==> src/hw/rtl/quoted_field_tokenizer_defines.svh <==
// Assertion macros for the field tokenizer.
`ifndef QUOTED_FIELD_TOKENIZER_DEFINES_SVH
`define QUOTED_FIELD_TOKENIZER_DEFINES_SVH

`ifndef NO_ASSERTIONS
`define QFT_IMPLY(label, ante, cons) \
	label: assert property (@(posedge clk) disable iff (!arst_n) (ante) |-> (cons)) \
		else $error("qft: same-cycle check failed");
`define QFT_NEXT(label, ante, cons) \
	label: assert property (@(posedge clk) disable iff (!arst_n) (ante) |=> (cons)) \
		else $error("qft: next-cycle check failed");
`else
`define QFT_IMPLY(label, ante, cons)
`define QFT_NEXT(label, ante, cons)
`endif

`endif

==> src/hw/rtl/qft_pkg.sv <==
package qft_pkg;

	localparam logic [7:0] CH_QUOTE  = 8'h22;
	localparam logic [7:0] CH_BSLASH = 8'h5C;
	localparam logic [7:0] CH_SPACE  = 8'h20;
	localparam logic [7:0] CH_TAB    = 8'h09;
	localparam logic [7:0] CH_NL     = 8'h0A;

	localparam logic [1:0] MODE_GAP    = 2'd0;
	localparam logic [1:0] MODE_PLAIN  = 2'd1;
	localparam logic [1:0] MODE_QUOTED = 2'd2;
	localparam logic [1:0] MODE_ESCAPE = 2'd3;

	localparam logic [3:0] FIELD_MAX = 4'd15;

	typedef struct packed {
		logic [7:0] out_byte;
		logic       byte_valid;
		logic [3:0] field_number;
		logic       field_done;
		logic       line_done;
		logic       run_last;
	} res_t;

	function automatic logic is_sep(input logic [7:0] c);
		return (c == CH_SPACE) || (c == CH_TAB) || (c == CH_NL);
	endfunction

endpackage

==> src/hw/rtl/qft_if.sv <==
interface qft_byte_if;
	logic       valid;
	logic       ready;
	logic [7:0] in_byte;
	logic       line_last;

	modport source (output valid, output in_byte, output line_last, input ready);
	modport sink (input valid, input in_byte, input line_last, output ready);
endinterface

interface qft_tok_if;
	logic       valid;
	logic       ready;
	logic [7:0] out_byte;
	logic       byte_valid;
	logic [3:0] field_number;
	logic       field_done;
	logic       line_done;
	logic       run_last;

	modport source (output valid, output out_byte, output byte_valid, output field_number,
		output field_done, output line_done, output run_last, input ready);
	modport sink (input valid, input out_byte, input byte_valid, input field_number,
		input field_done, input line_done, input run_last, output ready);
endinterface

==> src/hw/rtl/quoted_field_tokenizer.sv <==
// Channel  Role    Payload                                               Transaction
// bytes    sink    in_byte[7:0], line_last                               one character
// tokens   source  out_byte[7:0], byte_valid, field_number[3:0],         one result
//                  field_done, line_done, run_last
// One character per cycle while the result side takes each result; a character
// that yields two results holds the result register until both are taken. Each
// character moves from the input register to the result register. Reset clears
// valid flags, scan mode and field count. A stalled result side holds one
// character in the input register, then drops bytes.ready.
`include "quoted_field_tokenizer_defines.svh"

module quoted_field_tokenizer (
	input  logic          clk,
	input  logic          arst_n,
	qft_byte_if.sink      bytes,
	qft_tok_if.source     tokens
);

	logic        valid_s1;
	logic [7:0]  byte_s1;
	logic        last_s1;

	logic [1:0]  mode_q;
	logic [3:0]  fc_q;

	qft_pkg::res_t slot0_q;
	qft_pkg::res_t slot1_q;
	logic [1:0]  rem_q;

	logic        load;
	logic        in_acc;
	logic        out_acc;

	logic [1:0]  n;
	logic [7:0]  b0;
	logic [7:0]  b1;
	logic        v0;
	logic        v1;
	logic        fd;
	logic        ldn;
	logic [1:0]  nm;
	logic [3:0]  nfc;
	qft_pkg::res_t r0;
	qft_pkg::res_t r1;

	assign out_acc = tokens.valid && tokens.ready;
	assign load = valid_s1 && ((rem_q == 2'd0) || ((rem_q == 2'd1) && tokens.ready));
	assign bytes.ready = !valid_s1 || load;
	assign in_acc = bytes.valid && bytes.ready;

	always_comb begin
		n   = 2'd0;
		b0  = 8'd0;
		b1  = 8'd0;
		v0  = 1'b0;
		v1  = 1'b0;
		fd  = 1'b0;
		ldn = 1'b0;
		nm  = mode_q;
		case (mode_q)
			qft_pkg::MODE_GAP: begin
				if (qft_pkg::is_sep(byte_s1)) begin
					nm = qft_pkg::MODE_GAP;
				end else if (byte_s1 == qft_pkg::CH_QUOTE) begin
					nm = qft_pkg::MODE_QUOTED;
				end else begin
					b0 = byte_s1;
					v0 = 1'b1;
					n  = 2'd1;
					nm = qft_pkg::MODE_PLAIN;
				end
			end
			qft_pkg::MODE_PLAIN: begin
				if (qft_pkg::is_sep(byte_s1)) begin
					n  = 2'd1;
					fd = 1'b1;
					nm = qft_pkg::MODE_GAP;
				end else begin
					b0 = byte_s1;
					v0 = 1'b1;
					n  = 2'd1;
				end
			end
			qft_pkg::MODE_QUOTED: begin
				if (byte_s1 == qft_pkg::CH_QUOTE) begin
					n  = 2'd1;
					fd = 1'b1;
					nm = qft_pkg::MODE_GAP;
				end else if (byte_s1 == qft_pkg::CH_BSLASH) begin
					nm = qft_pkg::MODE_ESCAPE;
				end else begin
					b0 = byte_s1;
					v0 = 1'b1;
					n  = 2'd1;
				end
			end
			default: begin
				if (byte_s1 != qft_pkg::CH_QUOTE) begin
					b0 = qft_pkg::CH_BSLASH;
					v0 = 1'b1;
					b1 = byte_s1;
					v1 = 1'b1;
					n  = 2'd2;
				end else begin
					b0 = byte_s1;
					v0 = 1'b1;
					n  = 2'd1;
				end
				nm = qft_pkg::MODE_QUOTED;
			end
		endcase

		if (last_s1) begin
			// lone backslash at end of line
			if (nm == qft_pkg::MODE_ESCAPE) begin
				b0 = qft_pkg::CH_BSLASH;
				v0 = 1'b1;
				n  = 2'd1;
				nm = qft_pkg::MODE_QUOTED;
			end
			if ((nm == qft_pkg::MODE_PLAIN) || (nm == qft_pkg::MODE_QUOTED)) begin
				fd = 1'b1;
			end
			if (n == 2'd0) begin
				n = 2'd1;
			end
			ldn = 1'b1;
			nm  = qft_pkg::MODE_GAP;
		end

		if (last_s1) begin
			nfc = 4'd0;
		end else if (fd && (fc_q != qft_pkg::FIELD_MAX)) begin
			nfc = fc_q + 4'd1;
		end else begin
			nfc = fc_q;
		end

		r0.out_byte     = b0;
		r0.byte_valid   = v0;
		r0.field_number = fc_q;
		r0.field_done   = (n == 2'd1) && fd;
		r0.line_done    = (n == 2'd1) && ldn;
		r0.run_last     = (n == 2'd1);

		r1.out_byte     = b1;
		r1.byte_valid   = v1;
		r1.field_number = fc_q;
		r1.field_done   = fd;
		r1.line_done    = ldn;
		r1.run_last     = 1'b1;
	end

	always_ff @(posedge clk or negedge arst_n) begin
		if (!arst_n) begin
			valid_s1 <= 1'b0;
		end else if (in_acc) begin
			valid_s1 <= 1'b1;
		end else if (load) begin
			valid_s1 <= 1'b0;
		end
	end

	always_ff @(posedge clk) begin
		if (in_acc) begin
			byte_s1 <= bytes.in_byte;
			last_s1 <= bytes.line_last;
		end
	end

	always_ff @(posedge clk or negedge arst_n) begin
		if (!arst_n) begin
			mode_q <= qft_pkg::MODE_GAP;
			fc_q   <= 4'd0;
		end else if (load) begin
			mode_q <= nm;
			fc_q   <= nfc;
		end
	end

	always_ff @(posedge clk or negedge arst_n) begin
		if (!arst_n) begin
			rem_q <= 2'd0;
		end else if (load) begin
			rem_q <= n;
		end else if (out_acc) begin
			rem_q <= rem_q - 2'd1;
		end
	end

	always_ff @(posedge clk) begin
		if (load) begin
			slot0_q <= r0;
			slot1_q <= r1;
		end else if (out_acc) begin
			// advance second result
			slot0_q <= slot1_q;
		end
	end

	assign tokens.valid        = (rem_q != 2'd0);
	assign tokens.out_byte     = slot0_q.out_byte;
	assign tokens.byte_valid   = slot0_q.byte_valid;
	assign tokens.field_number = slot0_q.field_number;
	assign tokens.field_done   = slot0_q.field_done;
	assign tokens.line_done    = slot0_q.line_done;
	assign tokens.run_last     = slot0_q.run_last;

	`QFT_IMPLY(a_first_of_two, rem_q == 2'd2, !slot0_q.run_last && !slot0_q.line_done)
	`QFT_IMPLY(a_line_done_last, tokens.valid && tokens.line_done, tokens.run_last)
	`QFT_IMPLY(a_empty_byte_zero, tokens.valid && !tokens.byte_valid, tokens.out_byte == 8'd0)
	`QFT_NEXT(a_line_resets, load && last_s1, (fc_q == 4'd0) && (mode_q == qft_pkg::MODE_GAP))
	`QFT_NEXT(a_s1_holds, valid_s1 && !load, valid_s1 && $stable(byte_s1))

endmodule
==> src/flat_wrapper.sv <==
// flat-port wrapper written by rule: the top's interface ports become plain ports
module quoted_field_tokenizer_flat 
  (clk, arst_n, bytes_valid, bytes_in_byte, bytes_line_last, bytes_ready, tokens_valid, tokens_out_byte, tokens_byte_valid, tokens_field_number, tokens_field_done, tokens_line_done, tokens_run_last, tokens_ready);
  qft_byte_if bytes_i ();
  qft_tok_if tokens_i ();
  input  logic clk;
  input  logic arst_n;
  input wire logic [$bits(bytes_i.valid)-1:0] bytes_valid;
  input wire logic [$bits(bytes_i.in_byte)-1:0] bytes_in_byte;
  input wire logic [$bits(bytes_i.line_last)-1:0] bytes_line_last;
  output wire logic [$bits(bytes_i.ready)-1:0] bytes_ready;
  output wire logic [$bits(tokens_i.valid)-1:0] tokens_valid;
  output wire logic [$bits(tokens_i.out_byte)-1:0] tokens_out_byte;
  output wire logic [$bits(tokens_i.byte_valid)-1:0] tokens_byte_valid;
  output wire logic [$bits(tokens_i.field_number)-1:0] tokens_field_number;
  output wire logic [$bits(tokens_i.field_done)-1:0] tokens_field_done;
  output wire logic [$bits(tokens_i.line_done)-1:0] tokens_line_done;
  output wire logic [$bits(tokens_i.run_last)-1:0] tokens_run_last;
  input wire logic [$bits(tokens_i.ready)-1:0] tokens_ready;
  assign bytes_i.valid = bytes_valid;
  assign bytes_i.in_byte = bytes_in_byte;
  assign bytes_i.line_last = bytes_line_last;
  assign bytes_ready = bytes_i.ready;
  assign tokens_valid = tokens_i.valid;
  assign tokens_out_byte = tokens_i.out_byte;
  assign tokens_byte_valid = tokens_i.byte_valid;
  assign tokens_field_number = tokens_i.field_number;
  assign tokens_field_done = tokens_i.field_done;
  assign tokens_line_done = tokens_i.line_done;
  assign tokens_run_last = tokens_i.run_last;
  assign tokens_i.ready = tokens_ready;
  quoted_field_tokenizer u_core (.clk(clk), .arst_n(arst_n), .bytes(bytes_i), .tokens(tokens_i));
endmodule
==> config.mk <==
export PLATFORM = sky130hd
export DESIGN_NAME = quoted_field_tokenizer_flat
export DESIGN_NICKNAME = d
export VERILOG_FILES = /design/src/hw/rtl/qft_pkg.sv /design/src/hw/rtl/qft_if.sv /design/src/hw/rtl/quoted_field_tokenizer.sv /design/src/flat_wrapper.sv
export VERILOG_INCLUDE_DIRS = /design/src /design/src/hw/rtl
export SDC_FILE = /design/constraint.sdc
export NUM_CORES = 1
export LEC_CHECK = 0
export BUFFER_PORTS_ARGS = -buffer_cell sky130_fd_sc_hd__buf_2
export CORE_UTILIZATION = 35
export CTS_BUF_LIST = sky130_fd_sc_hd__clkbuf_4
export DETAILED_ROUTE_END_ITERATION = 8
export MAX_ROUTING_LAYER = met4
export PLACE_DENSITY = 0.5
export SYNTH_ARGS = -nofsm -noshare
export SYNTH_HDL_FRONTEND = slang
export SYNTH_SLANG_ARGS = --single-unit
==> constraint.sdc <==
create_clock -name clk -period 6.63 [get_ports clk]
set_input_delay 1.326 -clock clk [delete_from_list [all_inputs] [get_ports clk]]
set_output_delay 1.326 -clock clk [all_outputs]
set_load 0.01 [all_outputs]
After elaboration in Yosys (flattened, before gate mapping) --
Cells that the tools add are included.
Operators by class: add/subtract/negate cells 2, equal/unequal tests 14, mux-type cells 51, bitwise operators 1, reduce and logical (&&, ||, !) cells 23
Operators with widths (number):
- $mux W8 | 8
- $mux W2 | 17
- $mux W16 | 2
- $pmux W8 S3 | 1
- $mux W1 | 17
- $eq A8 B4 Y1 const B | 2
- $eq A8 B6 Y1 const B | 2
- $pmux W2 S3 | 2
- $eq A2 B1 Y1 const B | 4
- $eq A8 B7 Y1 const B | 1
- $mux W4 | 2
- $ne A8 B6 Y1 const B | 1
- $reduce_bool A2 Y1 | 4
- $logic_and A1 B1 Y1 | 7
- $eq A2 B2 Y1 const B | 3
- $logic_not A2 Y1 | 3
- $logic_or A1 B1 Y1 | 5
- $add A4 B1 Y4 const B | 1
- $ne A4 B4 Y1 const B | 1
- $reduce_or A4 Y1 | 1
- $pmux W1 S3 | 1
- $reduce_or A3 Y1 | 1
- $pmux W1 S2 | 1
- $reduce_and A2 Y1 | 1
- 3 further kinds | 3
Word-level totals: flip-flop bits (word level) 49, input bits 13, output and inout bits 18, logic and storage cells 108

Logic depth before layout (Yosys ltp) --
Gate-level depths: netlist of the first run.
depth after elaboration 15, gate-level depth with buffers 10, depth with buffers taken out 8

Worst setup path after synthesis of the first run --
OpenSTA, ideal clock, no wires.
path kind input port to output port, start input tokens_ready, end output bytes_ready, data arrival time 1588 ps, required time 5304 ps, path slack 3716 ps, stages on the path 2, buffers on the path 0, path through a21oi_1 > nand2_1
Between the ends: cells in the longest elaborated chain, start to end 4
Ends and longest elaborated chain:
- from (decl) | line flat_wrapper.sv:19 | input wire logic [$bits(tokens_i.ready)-1:0] tokens_ready;
- $logic_and A1 B1 Y1 | line quoted_field_tokenizer.sv:47 | assign load = valid_s1 && ((rem_q == 2'd0) || ((rem_q == 2'd1) && tokens.ready));
- $logic_or A1 B1 Y1 | line quoted_field_tokenizer.sv:47
- $logic_and A1 B1 Y1 | line quoted_field_tokenizer.sv:47
- $logic_or A1 B1 Y1 | line quoted_field_tokenizer.sv:48 | assign bytes.ready = !valid_s1 || load;
- to (decl) | line flat_wrapper.sv:11 | output wire logic [$bits(bytes_i.ready)-1:0] bytes_ready;
No other way between the ends.

Worst setup path after layout of the first run --
Same ends and word-level chain as after synthesis.

==> metrics.md, run 1 <==
| Metric | Value |
|---|---|
| Pre-CTS WS | `3260 ps` |
| Nets | `269` |
| Gp weighted congestion | `0.856` |
| Vias in the first global route | `1515` |
| Met2 GRT Util | `19.7%` |
| CP peak stage delay | `180 ps` |
| Power Density | `428 nW/um^2` |
| Final worst-path cycle share | `48.1%` |
| Final WL | `4630 um` |
| GR Util All Layers | `14.2%` |
| DRT Pass-1 Iters | `4` |
| Seq/Total Area, Yosys | `57.2%` |
| Clock Latency Late Sink | `370 ps` |
| Via count | `1693` |
| Initial Utilization | `36.5%` |
| CTS tree | `built` |
| Yosys reg bits | `49` |
| Most common cell after layout, fill and taps aside | `edfxtp_1` |
| Crit path buf inv count | `2` |
| Top Ports | `31` |
| Number of buffers created by CTS | `5` |
| Clock buffer depth | `2` |
| Final TNS setup | `0 ps` |
| Cts hold-fix bufs | `0` |
| Initial antenna violation count | `0` |
| Post-synth EDFFs | `40` |
| Die area | `7470 sq um` |
| Average size of a mapped cell | `11.4 sq um` |
| Post-synth top area share | `48.2%` |
| Routed wire length per instance | `13.4 um` |
| Area of the multi-input gates | `991 sq um` |
| Mapped cell area | `2490 sq um` |
| CP Cell Sequence | `buf_2 -> a21oi_1 -> nand2_1 -> buf_2` |
| Clk slew on worst S/H paths | `140 ps` |
| Clock tree root driver cell | `clkbuf_4` |
| Synth unique cells | `51` |
| Post-synthesis cell count | `219` |
| Synth top area cells | `edfxtp_1, dfrtp_1, a21oi_1, nand2_1, ha_1` |
| Vert. Die Dim | `86.4 um` |
| Global-route layer with the greatest usage | `met1` |
| Hold crit path type | `reg -> reg` |
| Max_slew headroom | `25.1%` |
| Crit start category | `input pin` |
| Final count of pins violating max slew | `0` |
| DRT iter0 DRCs | `86` |
| Lkg Pwr | `1.10 nW` |
| VDD IR-drop max | `0.159 mV` |
| Least-Margin Pin Slew | `1120 ps` |
| # rows | `30` |
| DPL Wire Length | `3300 um` |
| Most Frequent Cell on Critical Path | `buf_2` |
| Crit. End Element | `output port` |
| Synth async-reset ratio | `18.4%` |
| R2R setup slack | `4050 ps` |
| Setup WS post-layout | `3440 ps` |
| Final Hold Viols | `0` |
| Syn. warnings | `0` |
| Routed Antenna Nets | `0` |
| Worst EP required | `5300 ps` |
| Met3 Use GR | `3.05%` |
| Yosys top cell by area | `edfxtp_1` |
| Min Clock Period, post-route | `3190 ps` |
| Most frequent cells in the layout | `edfxtp_1, buf_2, nand2_1` |
| Dominant synthesized flop cell | `edfxtp_1` |
| RSZ-0062 raised after global routing | `false` |
| Area Growth Syn to Fin | `12.9%` |
| Syn Nets | `240` |
| Post-cts resize count | `0` |
| Max Fclk | `0.314 GHz` |
| # diodes | `0` |
| Crit path max-delay family | `buffers and inverters` |
| Crit-path max FO | `3` |
| M1 GR Usage | `20.4%` |
| Share of layout cells above drive strength 1 | `22.1%` |
| Post-CTS setup repair buffer count | `0` |
| Clock sink count | `49` |
| FF/Latch Area | `1430 sq um` |
| H-Tree Depth | `2` |
| Number of I/O port buffers | `30` |
| Worst EP arrival | `1860 ps` |
| Total gr overflow | `0` |
| Placeable Area | `6830 sq um` |
| Crit path max-delay cell type | `a21oi_1` |
| Vias per std cell | `4.91` |
| Layout Skew | `18.8 ps` |
| Die Wd | `86.4 um` |
| FILL cells | `694` |
| Setup violators final | `0` |
| Crit Path Class | `in -> out` |
| DRC Markers | `0` |
| Max cap viols | `0` |
| Status | `finished clean` |
| Largest net degree at the start of global routing | `37` |
| First-pass GRT wire length | `7780 um` |
## cell usage after synthesis (3+ instances only)
master / n
a21oi_1: 21
nand3_1: 6
edfxtp_1: 40
a31oi_1: 4
nand2_1: 28
and2_1: 9
nand2b_1: 3
nor3_1: 4
dfrtp_1: 9
clkbuf_1: 8
o21ai_1: 5
ha_1: 8
nor4_1: 4
o21ai_0: 5
nor2_1: 13
inv_1: 11
## area by class of cell
class                   count  area share (%)
clock buffers               5            1.33
clock inverters             3            1.47
inverters                  11            1.47
multi-input cells         150            35.2
flip-flops and latches     49            50.7
well taps                  96            4.27
repair buffers             31            5.60
## worst paths after layout
| path | from | end | depth (start not counted) |
|---|---|---|---|
| min | u_core.slot1_q[3]$_DFFE_PP_ | u_core.tokens.field_number[0]$_DFFE_PP_ | 2 |
| max | tokens_ready | bytes_ready | 4 |
| max in group asynchronous | arst_n | u_core.fc_q[2]$_DFFE_PN0P_ | 1 |
| min reg2reg | u_core.slot1_q[3]$_DFFE_PP_ | u_core.tokens.field_number[0]$_DFFE_PP_ | 2 |
| max reg2reg | u_core.rem_q[0]$_DFFE_PN0P_ | u_core.tokens.byte_valid$_DFFE_PP_ | 9 |
| min in group asynchronous | arst_n | u_core.rem_q[1]$_DFFE_PN0P_ | 1 |
## where the power goes
| group | internal (W) | switching (W) |
|---|---|---|
| clock | 0.0000781 | 0.0000949 |
| combinational | 0.000171 | 0.000291 |
| sequential | 0.000508 | 0.0000611 |
## metal layers
layer  routed length (um)  share of wire (%)
met1                 2350                 51
met4                   87                1.9
met3                  187                4.0
met5                    0                  0
met2                 2000                 43
## metrics by stage
step	hold WS (ps)	utilization, %	total power [W]	instance area [sq um]	cells
after floorplan	424	-	0.000898	2490	219
after global placement	501	40.1	0.00104	2740	337
after detailed placement	506	40.1	0.00105	2740	337
after CTS	542	41.2	0.00122	2820	345
after global routing	572	41.2	0.00131	2820	345
final	539	41.2	0.00120	2820	345
## worst min-delay path, stage by stage, from the launching register on
cell      delay [ps]
edfxtp_1         350
nand2_1           40
nand2_1           50
## kinds of logic (layout without fill, tap and decap cells)
kind of cell,count (synthesis),count (layout),share of synthesized area [%]
simple gates,85,85,19.9
buf+inv,20,50,3.06
fa+ha+maj,8,8,4.01
compound gates,54,54,14.6
flops,49,49,57.2
mux,3,3,1.25
## flip-flops by register name, summed over array words and instances (netlist names)
name	cells
u_core.tokens.field_done	1
u_core.byte_s1	8
u_core.valid_s1	1
u_core.last_s1	1
u_core.tokens.run_last	1
u_core.mode_q	2
u_core.tokens.field_number	4
u_core.rem_q	2
u_core.fc_q	4
u_core.tokens.line_done	1
u_core.tokens.out_byte	8
u_core.tokens.byte_valid	1
u_core.slot1_q	15
No activity file was read; power rests on OpenSTA's default activity.
==> run 2: changes to the inputs <==
Settings changed: ABC_AREA from default to 1.
Clock period 6.63 ns to 3.2 ns, I/O delays scaled along.
==> run 2 against run 1 <==
Compared with the run above: synthesized cell count up 12%; final area down 1.2%; combinational power rose by 110%.
==> metrics.md, run 2 <==
| Metric | Value |
|---|---|
| Die area | `7330 sq um (-1.9%)` |
| DRT Pass-1 Iters | `6 (+2)` |
| Die Wd | `85.6 um (-0.93%)` |
| Initial antenna violation count | `0 (unchanged)` |
| Logic pwr share | `39.0% (+0.6 points)` |
| R2R setup slack | `1340 ps (-2710 ps)` |
| Clk slew on worst S/H paths | `130 ps (about the same)` |
| Clock sink count | `49 (unchanged)` |
| Crit path max-delay family | `flip-flops` |
| Seq/Total Area, Yosys | `58.3% (+1.1 points)` |
| # rows | `30 (unchanged)` |
| Share of layout cells above drive strength 1 | `25.4% (+3.3 points)` |
| Final TNS setup | `0 ps (unchanged)` |
| Initial Utilization | `36.2% (-0.30 points)` |
| H-Tree Depth | `2 (unchanged)` |
| Gp weighted congestion | `0.839 (-2.0%)` |
| Routed wire length per instance | `12.6 um (-6.1%)` |
| Average size of a mapped cell | `9.94 sq um (-13%)` |
| Largest Register | `u_core.slot1_q` |
| Vias per std cell | `4.65 (-5.3%)` |
| Crit. End Element | `output port` |
| Met3 WL | `252 um (+35%)` |
| Area of the multi-input gates | `901 sq um (-9.1%)` |
| Status | `finished clean` |
| Synth async-reset ratio | `18.4% (unchanged)` |
| Post-synthesis cell count | `246 (+12%)` |
| Max FFs per register | `15 (unchanged)` |
| Setup violators final | `0 (unchanged)` |
| Worst EP arrival | `1600 ps (-260 ps)` |
| DR top layer | `met4` |
| Layout Skew | `25.7 ps (+6.90 ps)` |
| Crit start category | `register` |
| Post-synth top area share | `49.1% (+0.94 points)` |
| Top Ports | `31 (unchanged)` |
| Post-synth EDFFs | `40 (unchanged)` |
| Switching share of total power | `37.7% (+0.55 points)` |
| Nets | `304 (+13%)` |
| Yosys reg bits | `49 (unchanged)` |
| WL met1 | `2340 um (-0.38%)` |
| Met2 WL | `1950 um (-2.6%)` |
| Placeable Area | `6760 sq um (-1.1%)` |
| Synth top area cells | `edfxtp_1, dfrtp_1, nand2_1, nand3_1, nor2_1` |
| Internal | `0.00156 W (+110%)` |
| Min Clock Period, post-route | `2240 ps` |
| Max_slew headroom | `74.9% (+50 points)` |
| Syn. warnings | `0 (unchanged)` |
| Mapped cell area | `2450 sq um (-1.9%)` |
| Yosys top cell by area | `edfxtp_1` |
| Power, Total | `0.00250 W (+110%)` |
| Worst EP required | `2560 ps (-2740 ps)` |
| Critical R2R Capture | `u_core.tokens.byte_valid$_DFFE_PP_` |
| R2R depth | `8 (-1)` |
| Flop pwr share | `46.4% (-0.9 points)` |
| Most frequent cells in the layout | `nand2_1, edfxtp_1, buf_2` |
| CP Cell Sequence | `inv_1 -> ha_1 -> a21oi_1 -> nand2_1 -> buf_2` |
| RSZ-0062 raised after global routing | `false` |
| Area Growth Syn to Fin | `13.8%` |
| Number of buffers created by CTS | `5 (unchanged)` |
| GR Util All Layers | `14.5% (+0.32 points)` |
| Routed Antenna Nets | `0 (unchanged)` |
| # diodes | `0 (unchanged)` |
| Clock buffer depth | `2 (unchanged)` |
| Setup WS post-layout | `963 ps (-2480 ps)` |
| Lkg Pwr | `1.24 nW (+13%)` |
| FF/Latch Area | `1430 sq um (unchanged)` |
| Max cap viols | `0 (unchanged)` |
| Design area | `2780 sq um (-1.2%)` |
| First-pass GRT wire length | `7940 um (+2.0%)` |
| Dominant synthesized flop cell | `edfxtp_1` |
| CTS tree | `built` |
| Post-CTS setup repair buffer count | `0 (unchanged)` |
| Hold crit path type | `in -> async` |
| Total gr overflow | `0 (unchanged)` |
| Via count | `1692 (-0.059%)` |
| Synth unique cells | `31 (-39%)` |
| Max Fclk | `0.447 GHz` |
| Most common cell after layout, fill and taps aside | `nand2_1` |
| CP peak stage delay | `400 ps (+220 ps)` |
| Synth top cells by count | `nand2_1, edfxtp_1, nor2_1` |
| Final count of pins violating max slew | `0 (unchanged)` |
| Vert. Die Dim | `85.6 um (-0.93%)` |
| VDD IR-drop max | `0.330 mV (+110%)` |
| Vias in the first global route | `1581 (+4.4%)` |
| Clock share of power | `14.6% (+0.2 points)` |
| Least-Margin Pin Slew | `375 ps (-748 ps)` |
| DPL Wire Length | `3350 um (+1.5%)` |
| Crit Path Class | `reg -> out` |
| Final worst-path cycle share | `69.9%` |
| RR Startpoint | `u_core.rem_q[0]$_DFFE_PN0P_` |
| Clock Latency Late Sink | `370 ps (about the same)` |
| Pre-CTS WS | `1210 ps (-2050 ps)` |
| Final WL | `4590 um (-0.89%)` |
| Placed Area | `2700 sq um (-1.2%)` |
| Crit path buf inv count | `2 (unchanged)` |
| Count leader, synth | `nand2_1` |
| Psw | `0.000940 W (+110%)` |
| DRT iter0 DRCs | `128 (+49%)` |
| Post-cts resize count | `0 (unchanged)` |
| Crit path max-delay cell type | `dfrtp_1` |
| Syn Nets | `267 (+11%)` |
| FILL cells | `687 (-1.0%)` |
| Number of I/O port buffers | `30 (unchanged)` |
| Crit-path max FO | `3 (unchanged)` |
| Largest net degree at the start of global routing | `31 (-16%)` |
| Cts hold-fix bufs | `0 (unchanged)` |
| DRC Markers | `0 (unchanged)` |
| Power Density | `897 nW/um^2 (+110%)` |
| Final Hold Viols | `0 (unchanged)` |
| Clock tree root driver cell | `clkbuf_4` |
-- run 2: cell types whose count changed after synthesis, moves of 8 or more --
cell | before | now
nand2_1 | 28 | 58
nand3_1 | 6 | 22
nor2_1 | 13 | 29
a21oi_1 | 21 | 10
and2_1 | 9 | 0
inv_1 | 11 | 19
-- run 2: layer usage --
| metal | GRT usage (%) | vias to the layer above |
|---|---|---|
| met1 | 20.6 | 748 |
| met3 | 2.98 | 4 |
| met5 | - | - |
| met2 | 20.7 | 43 |
| li1 | - | 897 |
| met4 | 5.00 | 0 |
-- run 2: per-stage QoR --
step                      util (%)  instances  hold slack (ps)
final                         41.2        364              118
after global routing          41.2        364              111
after CTS                     41.2        364              105
after detailed placement      40.0        356              505
after global placement        40.0        356              499
after floorplan                  -        246              344
-- run 2: worst max path at each step --
stage	from	endpoint	cells after the start
2_1_floorplan	u_core.rem_q[0]$_DFFE_PN0P_	u_core.tokens.byte_valid$_DFFE_PP_	4
3_3_place_gp	tokens_ready	u_core.tokens.byte_valid$_DFFE_PP_	7
3_5_place_dp	tokens_ready	u_core.tokens.byte_valid$_DFFE_PP_	7
4_1_cts	u_core.rem_q[0]$_DFFE_PN0P_	bytes_ready	5
5_1_grt	u_core.rem_q[0]$_DFFE_PN0P_	bytes_ready	5
6_report	u_core.rem_q[0]$_DFFE_PN0P_	bytes_ready	5
-- run 2: logic make-up (layout without fill, tap and decap cells) --
family          after synthesis  after routing  synth area share [%]
simple gates                136            136                  26.8
xor+xnor                      1              1                 0.358
compound gates               22             22                  5.58
buf+inv                      30             68                  4.86
flops                        49             49                  58.3
fa+ha+maj                     8              8                  4.09
-- run 2: layout make-up --
class / count / area share [%]
sequential: 49 / 51.3
multi-input combinational: 167 / 32.4
timing repair buffer: 33 / 6.21
inverter: 27 / 3.69
tap: 80 / 3.60
clock buffer: 6 / 1.62
clock inverter: 2 / 1.26
-- run 2: power by group through the flow --
stage	Sequential, W	Clock, W	Combinational (W)
detailed placement	0.00118	0	0.000989
finish	0.00116	0.000364	0.000973
CTS	0.00116	0.000378	0.000993
floorplan	0.00123	0	0.000617
global route	0.00118	0.000403	0.00112
global placement	0.00117	0	0.000985
==> run 3: changes to the inputs <==
Settings changed: PLACE_DENSITY 0.5 to 0.52.
Clock period 3.2 ns to 2 ns, I/O delays scaled along.
==> run 3 against run 2 <==
Compared with the run above: clock-buffer cell count is the same; utilization rose by 0.69 points; global-route usage down 0.28 points; sequential cell count is the same; highest routed layer unchanged.
==> metrics.md, run 3 (synthesis gave the netlist of run 2 again) <==
| Metric | Value |
|---|---|
| Status | `finished clean` |
| FF/Latch Area | `1430 sq um (unchanged)` |
| Crit. End Element | `output port` |
| RSZ-0062 raised after global routing | `false` |
| Setup WS post-layout | `101 ps (-862 ps)` |
| Total gr overflow | `0 (unchanged)` |
| Share of layout cells above drive strength 1 | `27.2% (+1.9 points)` |
| First-pass GRT wire length | `7770 um (-2.1%)` |
| Routed Antenna Nets | `0 (unchanged)` |
| Nets | `310 (+2.0%)` |
| Initial antenna violation count | `0 (unchanged)` |
| Vias per std cell | `4.64 (-0.17%)` |
| Worst EP required | `1600 ps (-960 ps)` |
| DRT iter0 DRCs | `92 (-28%)` |
| Final worst-path cycle share | `94.9%` |
| H-Tree Depth | `2 (unchanged)` |
| Clock buffer depth | `2 (unchanged)` |
| Setup violators final | `0 (unchanged)` |
| Max FFs per register | `15 (unchanged)` |
| Crit-path max FO | `3 (unchanged)` |
| Die Wd | `85.6 um (unchanged)` |
| Top Ports | `31 (unchanged)` |
| Placeable Area | `6760 sq um (unchanged)` |
| Number of buffers created by CTS | `5 (unchanged)` |
| CTS tree | `built` |
| VDD IR-drop max | `0.370 mV (+12%)` |
| # diodes | `0 (unchanged)` |
| Routed wire length per instance | `12.6 um (+0.33%)` |
| Area Growth Syn to Fin | `15.7%` |
| Crit start category | `register` |
| Pre-CTS WS | `155 ps (-1060 ps)` |
| Max Fclk | `0.527 GHz` |
| Vert. Die Dim | `85.6 um (unchanged)` |
| DRC Markers | `0 (unchanged)` |
| Min Clock Period, post-route | `1900 ps` |
| Largest Register | `u_core.slot1_q` |
| Final Hold Viols | `0 (unchanged)` |
| Crit Path Class | `reg -> out` |
| Hold crit path type | `in -> reg` |
| Via count | `1717 (+1.5%)` |
| Worst EP arrival | `1500 ps (-100 ps)` |
| Max cap viols | `0 (unchanged)` |
| Most common cell after layout, fill and taps aside | `nand2_1` |
| Number of I/O port buffers | `30 (unchanged)` |
| Vias in the first global route | `1622 (+2.6%)` |
| Final count of pins violating max slew | `0 (unchanged)` |
| DRT Pass-1 Iters | `4 (-2)` |
| Clk slew on worst S/H paths | `140 ps (about the same)` |
| Largest net degree at the start of global routing | `17 (-45%)` |
| # rows | `30 (unchanged)` |
| Max_slew headroom | `68.1% (-6.8 points)` |
| Final TNS setup | `0 ps (unchanged)` |
| Area of the multi-input gates | `907 sq um (+0.69%)` |
| Initial Utilization | `36.2% (unchanged)` |
| FILL cells | `687 (unchanged)` |
| Least-Margin Pin Slew | `475 ps (+99.9 ps)` |
| Lkg Pwr | `1.26 nW (+1.3%)` |
| GR Util All Layers | `14.2% (-0.28 points)` |
| Most frequent cells in the layout | `nand2_1, edfxtp_1, buf_2` |
| Gp weighted congestion | `0.824 (-1.8%)` |
| DPL Wire Length | `3540 um (+5.6%)` |
| Layout Skew | `15.5 ps (-10.2 ps)` |
| Clock tree root driver cell | `clkbuf_4` |
| Die area | `7330 sq um (unchanged)` |
| Clock sink count | `49 (unchanged)` |
| Clock Latency Late Sink | `360 ps (about the same)` |
| Final WL | `4680 um (+2.0%)` |
| Power Density | `1430 nW/um^2 (+59%)` |
[run 3: changes by cell type in the layout (fill, tap and decap cells not counted), sizes merged]
cell / previous run / this run
bufinv: 1 / 0
dlygate4sd3: 0 / 1
clkinvlp: 0 / 2
buf: 33 / 38
clkinv: 2 / 1
[run 3: worst max-delay path, cell delays in order (launching register included)]
cell	delay (ps)
dfrtp_1	390
inv_1	60
ha_1	220
a21oi_2	200
nand2_2	110
buf_2	150
[run 3: power by group]
part           switching, W  internal (W)
logic               0.00108      0.000634
clock network      0.000318      0.000151
registers          0.000173       0.00169
[run 3: metrics by stage]
stage                     cell area, sq um  hold WS [ps]  power [W]  cells  util [%]
final                                 2830           206    0.00404    370      41.9
after global routing                  2830           179    0.00439    370      41.9
after CTS                             2800           182    0.00404    367      41.5
after detailed placement              2730           267    0.00354    358      40.4
after global placement                2730           264    0.00353    358      40.4
after floorplan                       2450           104    0.00295    246         -
[run 3: what timing repair did]
item / CTS / global route
hold endpoints to repair: 9 / 0
gates resized for setup: 1 / 1
hold buffers: 1 / 0
pin swaps: 0 / 1
endpoints found under the setup margin: 1 / 2
setup buffers: 0 / 3
[run 3: layout make-up]
class | instances | area share, %
Inverter | 27 | 3.63
Multi-Input combinational cell | 167 | 32.1
Timing Repair Buffer | 39 | 8.23
Tap cell | 80 | 3.54
Clock inverter | 2 | 0.531
Clock buffer | 6 | 1.59
Sequential cell | 49 | 50.4
[run 3: metal layers]
metal / share of wire (%) / global-route usage (%) / vias to the layer above / wire, um
met5: 0 / - / - / 0
li1: - / - / 903 / -
met3: 5.4 / 3.08 / 4 / 253
met4: 0.71 / 4.55 / 0 / 33
met2: 43 / 20.7 / 43 / 2010
met1: 51 / 19.9 / 767 / 2380
[run 3: worst paths after layout]
kind | start | endpoint | slack [ps] | cells after the start
max | u_core.rem_q[0]$_DFFE_PN0P_ | bytes_ready | 100 | 5
min | bytes_line_last | u_core.last_s1$_DFFE_PP_ | 210 | 1
max reg2reg | u_core.mode_q[0]$_DFFE_PN0P_ | u_core.tokens.out_byte[0]$_DFFE_PP_ | 200 | 7
min reg2reg | u_core.slot1_q[4]$_DFFE_PP_ | u_core.tokens.field_number[1]$_DFFE_PP_ | 530 | 2
max in group asynchronous | arst_n | u_core.fc_q[0]$_DFFE_PN0P_ | 1410 | 2
min in group asynchronous | arst_n | u_core.fc_q[2]$_DFFE_PN0P_ | 410 | 2
